## config.mk

```make
export PLATFORM = sky130hd
export DESIGN_NAME = framed_command_receiver_top
export DESIGN_NICKNAME = d
export VERILOG_FILES = /design/src/fcr_pkg.sv /design/src/fcr_frame_core.sv /design/src/framed_command_receiver_top.sv
export VERILOG_INCLUDE_DIRS = /design/src /design/src/src
export SDC_FILE = /design/constraint.sdc
export NUM_CORES = 1
export LEC_CHECK = 0
export BUFFER_PORTS_ARGS = -buffer_cell sky130_fd_sc_hd__clkbuf_2
export CORE_MARGIN = 2
export CORE_UTILIZATION = 43
export DETAILED_ROUTE_END_ITERATION = 10
export HOLD_SLACK_MARGIN = 0.02
export PLACE_DENSITY = 0.64
export SLEW_MARGIN = 20
export SYNTH_ARGS = -nofsm -noshare
export SYNTH_HDL_FRONTEND = slang
export SYNTH_SLANG_ARGS = --single-unit
```

## constraint.sdc

```tcl
create_clock -name clk -period 8.81 [get_ports clk]
set_input_delay 1.762 -clock clk [delete_from_list [all_inputs] [get_ports clk]]
set_output_delay 1.762 -clock clk [all_outputs]
set_load 0.02 [all_outputs]
```

## src/framed_command_receiver_top_macros.svh

```systemverilog
// Assertion macros for the framed command receiver.
// Used by framed_command_receiver_top; needs clk and rst_n in scope.
`ifndef FRAMED_COMMAND_RECEIVER_TOP_MACROS_SVH
`define FRAMED_COMMAND_RECEIVER_TOP_MACROS_SVH

// Checked while out of reset.
`define FCR_ASSERT(label, prop, msg) \
  label: assert property (@(posedge clk) disable iff (!rst_n) (prop)) else $error(msg);

// Checked on every edge, reset included.
`define FCR_ASSERT_ALWAYS(label, prop, msg) \
  label: assert property (@(posedge clk) (prop)) else $error(msg);

`endif

```

## src/fcr_pkg.sv

```systemverilog
// Shared types and constants for the framed command receiver.
// No dependencies.
`timescale 1ns / 1ps

package fcr_pkg;

  // Only positions 0..7 of the frame are ever inspected or reported.
  localparam int VIS_DEPTH = 8;
  localparam int VIS_IDX_W = $clog2(VIS_DEPTH);
  localparam int NUM_PAYLOAD = 5;
  localparam int PAYLOAD_BASE = 2;

  localparam logic OP_BYTE  = 1'b0;
  localparam logic OP_CLEAR = 1'b1;

  typedef logic [1:0] cmd_t;
  localparam cmd_t CMD_NONE    = 2'd0;
  localparam cmd_t CMD_BUTTONS = 2'd1;
  localparam cmd_t CMD_SOUND   = 2'd2;

  localparam logic [7:0] CH_LT   = 8'h3C; // '<'
  localparam logic [7:0] CH_GT   = 8'h3E; // '>'
  localparam logic [7:0] CH_P    = 8'h70; // 'p'
  localparam logic [7:0] CH_R    = 8'h72; // 'r'
  localparam logic [7:0] CH_O    = 8'h6F; // 'o'
  localparam logic [7:0] CH_G    = 8'h67; // 'g'
  localparam logic [7:0] CH_Y    = 8'h59; // 'Y'
  localparam logic [7:0] CH_N    = 8'h4E; // 'N'
  localparam logic [7:0] CH_ZERO = 8'h30; // '0'
  localparam logic [7:0] CH_ONE  = 8'h31; // '1'
  localparam logic [7:0] CH_TWO  = 8'h32; // '2'

  typedef struct packed {
    logic [4:0]                 fill_count;
    logic [NUM_PAYLOAD-1:0][7:0] payload;
    cmd_t                       command;
    logic                       prog_mode;
  } result_t;

endpackage

```

## src/fcr_frame_core.sv

```systemverilog
// Frame buffer, fill count, mode flag and held command with their update logic.
// Depends on fcr_pkg.
`timescale 1ns / 1ps

module fcr_frame_core #(
  parameter int FRAME_DEPTH = 16
) (
  input  logic             clk,
  input  logic             rst_n,
  input  logic             en,
  input  logic             op,
  input  logic [7:0]       rx_byte,
  output fcr_pkg::result_t result
);
  import fcr_pkg::*;

  localparam int PW = $clog2(FRAME_DEPTH + 1);
  localparam int PEXT_W = PW + 5;

  logic [7:0]    fbuf_r   [VIS_DEPTH];
  logic [7:0]    fbuf_nxt [VIS_DEPTH];
  logic [7:0]    fbuf_pre [VIS_DEPTH];
  logic [PW-1:0] pos_r, pos_nxt, pos_a;
  logic          mode_r, mode_nxt;
  cmd_t          cmd_r, cmd_nxt;
  logic          is_start, mode_y, mode_n, mode_body;
  logic [PEXT_W-1:0] pos_ext;

  always_comb begin
    is_start = (rx_byte == CH_LT);
    // start marker: restart count, wipe everything past position 0
    for (int i = 0; i < VIS_DEPTH; i++) begin
      fbuf_pre[i] = (is_start && i != 0) ? 8'h00 : fbuf_r[i];
    end
    pos_a = is_start ? '0 : pos_r;

    fbuf_nxt  = fbuf_pre;
    pos_nxt   = pos_r;
    mode_nxt  = mode_r;
    cmd_nxt   = cmd_r;
    mode_body = 1'b0;
    mode_y    = 1'b0;
    mode_n    = 1'b0;

    if (op == OP_CLEAR) begin
      for (int i = 0; i < VIS_DEPTH; i++) fbuf_nxt[i] = 8'h00;
      cmd_nxt = CMD_NONE;
    end else begin
      if (pos_a < PW'(FRAME_DEPTH)) begin
        // positions beyond the inspected window are never read back
        if (pos_a < PW'(VIS_DEPTH)) fbuf_nxt[pos_a[VIS_IDX_W-1:0]] = rx_byte;
        pos_nxt = pos_a + PW'(1);
      end else begin
        // overflow: drop the byte and flush the frame
        for (int i = 0; i < VIS_DEPTH; i++) fbuf_nxt[i] = 8'h00;
        pos_nxt = '0;
      end

      mode_body = fbuf_nxt[0] == CH_LT && fbuf_nxt[1] == CH_P && fbuf_nxt[2] == CH_R &&
                  fbuf_nxt[3] == CH_O  && fbuf_nxt[4] == CH_G && fbuf_nxt[5] == CH_R &&
                  fbuf_nxt[7] == CH_GT;
      mode_y = mode_body && fbuf_nxt[6] == CH_Y;
      mode_n = mode_body && fbuf_nxt[6] == CH_N;
      if (mode_y) mode_nxt = 1'b1;
      else if (mode_n) mode_nxt = 1'b0;

      if (fbuf_nxt[0] == CH_LT) begin
        if (fbuf_nxt[1] == CH_ZERO && fbuf_nxt[2] == CH_ZERO &&
            fbuf_nxt[3] == CH_ZERO && fbuf_nxt[4] == CH_GT) begin
          cmd_nxt = CMD_NONE;
        end else if (fbuf_nxt[1] == CH_ONE && fbuf_nxt[7] == CH_GT) begin
          cmd_nxt = CMD_BUTTONS;
        end else if (fbuf_nxt[1] == CH_TWO && fbuf_nxt[3] == CH_GT) begin
          cmd_nxt = CMD_SOUND;
        end
      end
    end
  end

  always_ff @(posedge clk) begin
    if (!rst_n) begin
      for (int i = 0; i < VIS_DEPTH; i++) fbuf_r[i] <= 8'h00;
      pos_r  <= '0;
      mode_r <= 1'b0;
      cmd_r  <= CMD_NONE;
    end else if (en) begin
      fbuf_r <= fbuf_nxt;
      pos_r  <= pos_nxt;
      mode_r <= mode_nxt;
      cmd_r  <= cmd_nxt;
    end
  end

  // results show the state after the item being applied
  assign pos_ext = PEXT_W'(pos_nxt);
  always_comb begin
    result.prog_mode  = mode_nxt;
    result.command    = cmd_nxt;
    result.fill_count = pos_ext[4:0];
    for (int j = 0; j < NUM_PAYLOAD; j++) result.payload[j] = fbuf_nxt[PAYLOAD_BASE + j];
  end

endmodule

```

## src/framed_command_receiver_top.sv

```systemverilog
// Top level of the framed command receiver: stream ports, input and result registers.
// Depends on fcr_pkg, fcr_frame_core and framed_command_receiver_top_macros.svh.
`timescale 1ns / 1ps
`include "framed_command_receiver_top_macros.svh"

// Framed command receiver. Each input word is either a received character
// (in_tuser = 0) or a clear request (in_tuser = 1). A '<' starts a new frame;
// a character arriving on a full frame is dropped and the frame is flushed.
// The frames "<progrY>" and "<progrN>" set and clear the programming-mode flag,
// and "<000>", "<1.....>" and "<2.>" select the held command (none, set buttons,
// set sound); any other frame keeps the previous command. A clear request wipes
// the frame and the command but keeps the fill count and the mode flag.
// Every input word yields exactly one output word showing the state after it.
// Throughput is one word per clock while the output is not stalled; each word passes the
// input register, then the frame update feeding the result register. The result register stalls
// with out_tready, and one more word is still taken into the input register.
module framed_command_receiver_top #(
  parameter int FRAME_DEPTH = 16
) (
  input  logic        clk,
  input  logic        rst_n,
  input  logic        in_tvalid,
  output logic        in_tready,
  input  logic [7:0]  in_tdata,   // [7:0] rx_byte
  input  logic        in_tuser,   // [0] op: 0 byte, 1 clear
  output logic        out_tvalid,
  input  logic        out_tready,
  output logic [47:0] out_tdata   // [0] prog_mode, [2:1] command, [10:3] payload_0,
                                  // [18:11] payload_1, [26:19] payload_2,
                                  // [34:27] payload_3, [42:35] payload_4,
                                  // [47:43] fill_count
);
  import fcr_pkg::*;

  logic       s1_valid_r;
  logic       s1_op_r;
  logic [7:0] s1_byte_r;
  logic       out_valid_r;
  result_t    out_data_r;
  result_t    core_result;
  logic       advance;
  logic       core_en;

  // result register free, or being drained this cycle
  assign advance   = !out_valid_r || out_tready;
  assign in_tready = !s1_valid_r || advance;
  assign core_en   = s1_valid_r && advance;

  always_ff @(posedge clk) begin
    if (!rst_n) begin
      s1_valid_r <= 1'b0;
    end else if (in_tready) begin
      s1_valid_r <= in_tvalid;
    end
  end

  always_ff @(posedge clk) begin
    if (in_tvalid && in_tready) begin
      s1_op_r   <= in_tuser;
      s1_byte_r <= in_tdata;
    end
  end

  fcr_frame_core #(
    .FRAME_DEPTH(FRAME_DEPTH)
  ) u_core (
    .clk    (clk),
    .rst_n  (rst_n),
    .en     (core_en),
    .op     (s1_op_r),
    .rx_byte(s1_byte_r),
    .result (core_result)
  );

  always_ff @(posedge clk) begin
    if (!rst_n) begin
      out_valid_r <= 1'b0;
    end else if (advance) begin
      out_valid_r <= s1_valid_r;
    end
  end

  always_ff @(posedge clk) begin
    if (core_en) out_data_r <= core_result;
  end

  assign out_tvalid = out_valid_r;
  assign out_tdata  = out_data_r;

  `FCR_ASSERT(a_cmd_legal, out_valid_r |-> (out_data_r.command != 2'd3), "illegal command code")
  `FCR_ASSERT(a_s1_hold, (s1_valid_r && !advance) |=> s1_valid_r, "staged word lost on stall")
  `FCR_ASSERT(a_clear_result, (core_en && s1_op_r == OP_CLEAR) |=> (out_valid_r && out_data_r.command == CMD_NONE && out_data_r.payload == '0), "clear did not wipe frame and command")
  `FCR_ASSERT_ALWAYS(a_reset_empty, !rst_n |=> (!out_valid_r && !s1_valid_r), "pipeline not empty after reset")

endmodule
```

==> flow_summary.ini <==
[status]
status = complete, no violations

[synthesis]
synth_edf_count = 57
netlist_area_sq_mm = 0.00630
ys_seq_elements = 131
synth-seq-area-share_pct = 50.7
ys_warn_count = 0
synth-main-ff-cell = dfxtp_1
ys_types = 60
syn-num-nets = 681
ys_async_sr_fraction_pct = 0
synthCells = 667
synth_area_per_cell_sq_um = 9.45

[clock_tree]
postCtsSetupBuffers = 0
hold_buffers = 0
cts_tree = yes
cts_root_buf = clkbuf_16
clockBufferDepth = 2
clock_latency_ps = 420
cts_resized = 0
cts_inserted_buffers = 17
cts_sinks = 131
cts_max_level = 4
clkTransAtPathRegs_ps = 60

[sta]
hold_violations = 0
min_period_over_period_pct = 46.5
finalSetupTns_ps = 0
final_max_slew_viol_count = 0
slew_headroom_pct = 38.0
setup_violations = 0
min_period_ps = 4100
finClkSkew_ps = 8.28
rsz0062_at_grt = no
fmax_ghz = 0.244
worst_pin_slew_ps = 929

[pwr]
power.leakage_nw = 2.38
vdd_ir_drop_max_uv = 134
power_density_mw_per_mm2 = 191
fin_total_pwr_w = 0.00138

[cells_and_area]
n_antenna_cell = 0
layout.nets = 716
final_util_pct = 50.3
area_growth_pct = 15.1
mostFrequentLayoutCell = nand2_1
drive_gt1_share_pct = 16.2
final_cell_mix = nand2_1, dfxtp_1, clkbuf_2, nor2b_1, edfxtp_1

[drt]
drt-pass1-iter-count = 5
ant_nets = 0
drc = 0
routed_wl_um = 16500
wire_per_inst_um = 18.4
drt_first_iter_violations = 631
vias_per_cell = 5.82
vias = 5233

[die]
initial_core_util_pct = 43.7
fp.dieH_um = 125
coreArea_sq_mm = 0.0144
die_w_um = 125
dieArea_sq_mm = 0.0156
rows = 44
io_pins = 63

[critical_path]
crit_required_ps = 7050
start_kind = input pin
r2r-end = out_tdata[1]$_DFFE_PP_
path_class = in2out
worstPathMaxFanout = 4
r2r-start = u_core.pos_r[1]$_SDFFE_PN0P_
endpoint_kind = output port
r2r_cells = 7
cp-startpoint = out_tready
r2r_setup_slack_ps = 4980
worstSetupEndpoint = in_tready
critical_path_arrival_ps = 2330

[grt]
grt_max_degree = 75
grtUsageTotal_pct = 20.9
grt_pass1_vias = 5083
grt_pass1_wl_um = 26200
grt_antenna_before_repair = 0
grt_overflow = 0

[placed_design]
dp_hpwl_um = 10400
port_buffers = 62
gp_congestion = 0.914

[hold_path]
worstHoldPathCells = 2
hold_class = reg2reg

[run]
maxCapViolations = 0
==> layer usage <==
layer,track usage (%),up-vias,share of wire [%]
met3,4.84,39,6.1
met5,0,-,0
li1,-,2494,-
met1,27.8,2502,45
met4,8.37,0,2.3
met2,33.2,198,47
==> state kept, by name, summed over array words and instances (netlist names) <==
| register | cells |
|---|---|
| u_core.pos_r | 5 |
| s1_op_r | 1 |
| u_core.fbuf_pre | 8 |
| u_core.cmd_r | 2 |
| u_core.fbuf_r | 56 |
| u_core.mode_r | 1 |
| s1_byte_r | 8 |
| out_tdata | 48 |
| out_tvalid | 1 |
| s1_valid_r | 1 |
==> where the power goes <==
| part | internal (W) | switching [W] | total (W) |
|---|---|---|---|
| sequential | 0.000646 | 0.0000160 | 0.000662 |
| combinational | 0.0000231 | 0.0000526 | 0.0000757 |
| clock | 0.000390 | 0.000257 | 0.000647 |
| total | 0.00106 | 0.000325 | 0.00138 |
==> synthesized netlist by cell type (all sizes together), types with 4 or more instances <==
cell | n | share of area [%]
nor3b | 4 | 0.48
dfxtp | 74 | 24
a21boi | 11 | 1.3
nor2 | 34 | 2.0
nand2b | 13 | 1.3
o21a | 6 | 0.71
buf | 11 | 0.85
and2 | 8 | 0.79
inv | 4 | 0.24
nand3 | 6 | 0.48
o21ai | 28 | 2.2
or4b | 5 | 0.79
clkbuf | 47 | 2.8
nand2 | 93 | 5.5
a2111oi | 4 | 0.85
nor2b | 61 | 6.1
nor4bb | 6 | 0.95
nor4 | 6 | 0.60
a22oi | 43 | 5.1
a21oi | 47 | 3.7
edfxtp | 57 | 27
nand4 | 5 | 0.60
a211oi | 6 | 0.71
o211ai | 4 | 0.48
mux2i | 8 | 1.3
nor3 | 23 | 1.8
nor4b | 4 | 0.66
==> cell type report <==
| type | instances | area [sq um] |
|---|---|---|
| Multi-Input combinational cell | 474 | 2870 |
| Clock buffer | 24 | 493 |
| Fill cell | 1328 | 7170 |
| Timing Repair Buffer | 74 | 400 |
| Sequential cell | 131 | 3190 |
| Inverter | 4 | 15.0 |
| Tap cell | 184 | 230 |
| Clock inverter | 8 | 50.0 |
==> critical path, cell delays in order <==
cell and delay (ps):
clkbuf_2 80, nor2b_1 220, nand2_1 110, clkbuf_2 160
==> worst min path at each step <==
| stage | start | endpoint | slack, ps |
|---|---|---|---|
| 6_report | u_core.fbuf_r[16]$_SDFFE_PN0P_ | u_core.fbuf_r[16]$_SDFFE_PN0P_ | 490 |
| 3_3_place_gp | u_core.fbuf_r[10]$_SDFFE_PN0P_ | u_core.fbuf_r[10]$_SDFFE_PN0P_ | 450 |
| 3_5_place_dp | u_core.fbuf_r[8]$_SDFFE_PN0P_ | u_core.fbuf_r[8]$_SDFFE_PN0P_ | 480 |
| 2_1_floorplan | u_core.fbuf_r[10]$_SDFFE_PN0P_ | u_core.fbuf_r[10]$_SDFFE_PN0P_ | 440 |
| 4_1_cts | u_core.fbuf_r[10]$_SDFFE_PN0P_ | u_core.fbuf_r[10]$_SDFFE_PN0P_ | 490 |
| 5_1_grt | u_core.fbuf_r[21]$_SDFFE_PN0P_ | u_core.fbuf_r[21]$_SDFFE_PN0P_ | 500 |
==> metrics by stage <==
step / instances / hold WS, ps / setup slack (ps) / instance area, sq um
2_1_floorplan: 667 / 439 / 4470 / 6300
3_3_place_gp: 867 / 451 / 4730 / 6710
3_5_place_dp: 867 / 481 / 4630 / 6710
4_1_cts: 899 / 492 / 4700 / 7250
5_1_grt: 899 / 501 / 4620 / 7250
6_report: 899 / 490 / 4710 / 7250
==> cells by family (layout without fill, tap and decap cells) <==
logic type / Yosys count / count (layout) / share of synthesized area (%)
adder cells (fa/ha/maj): 1 / 1 / 0.198
buffers and inverters: 62 / 110 / 3.89
multiplexers: 11 / 11 / 1.81
AND/OR/NAND/NOR: 291 / 291 / 25.3
AO/OA/AOI/OAI: 171 / 171 / 18.1
flip-flops: 131 / 131 / 50.7
(Power assumes the default switching activity.)
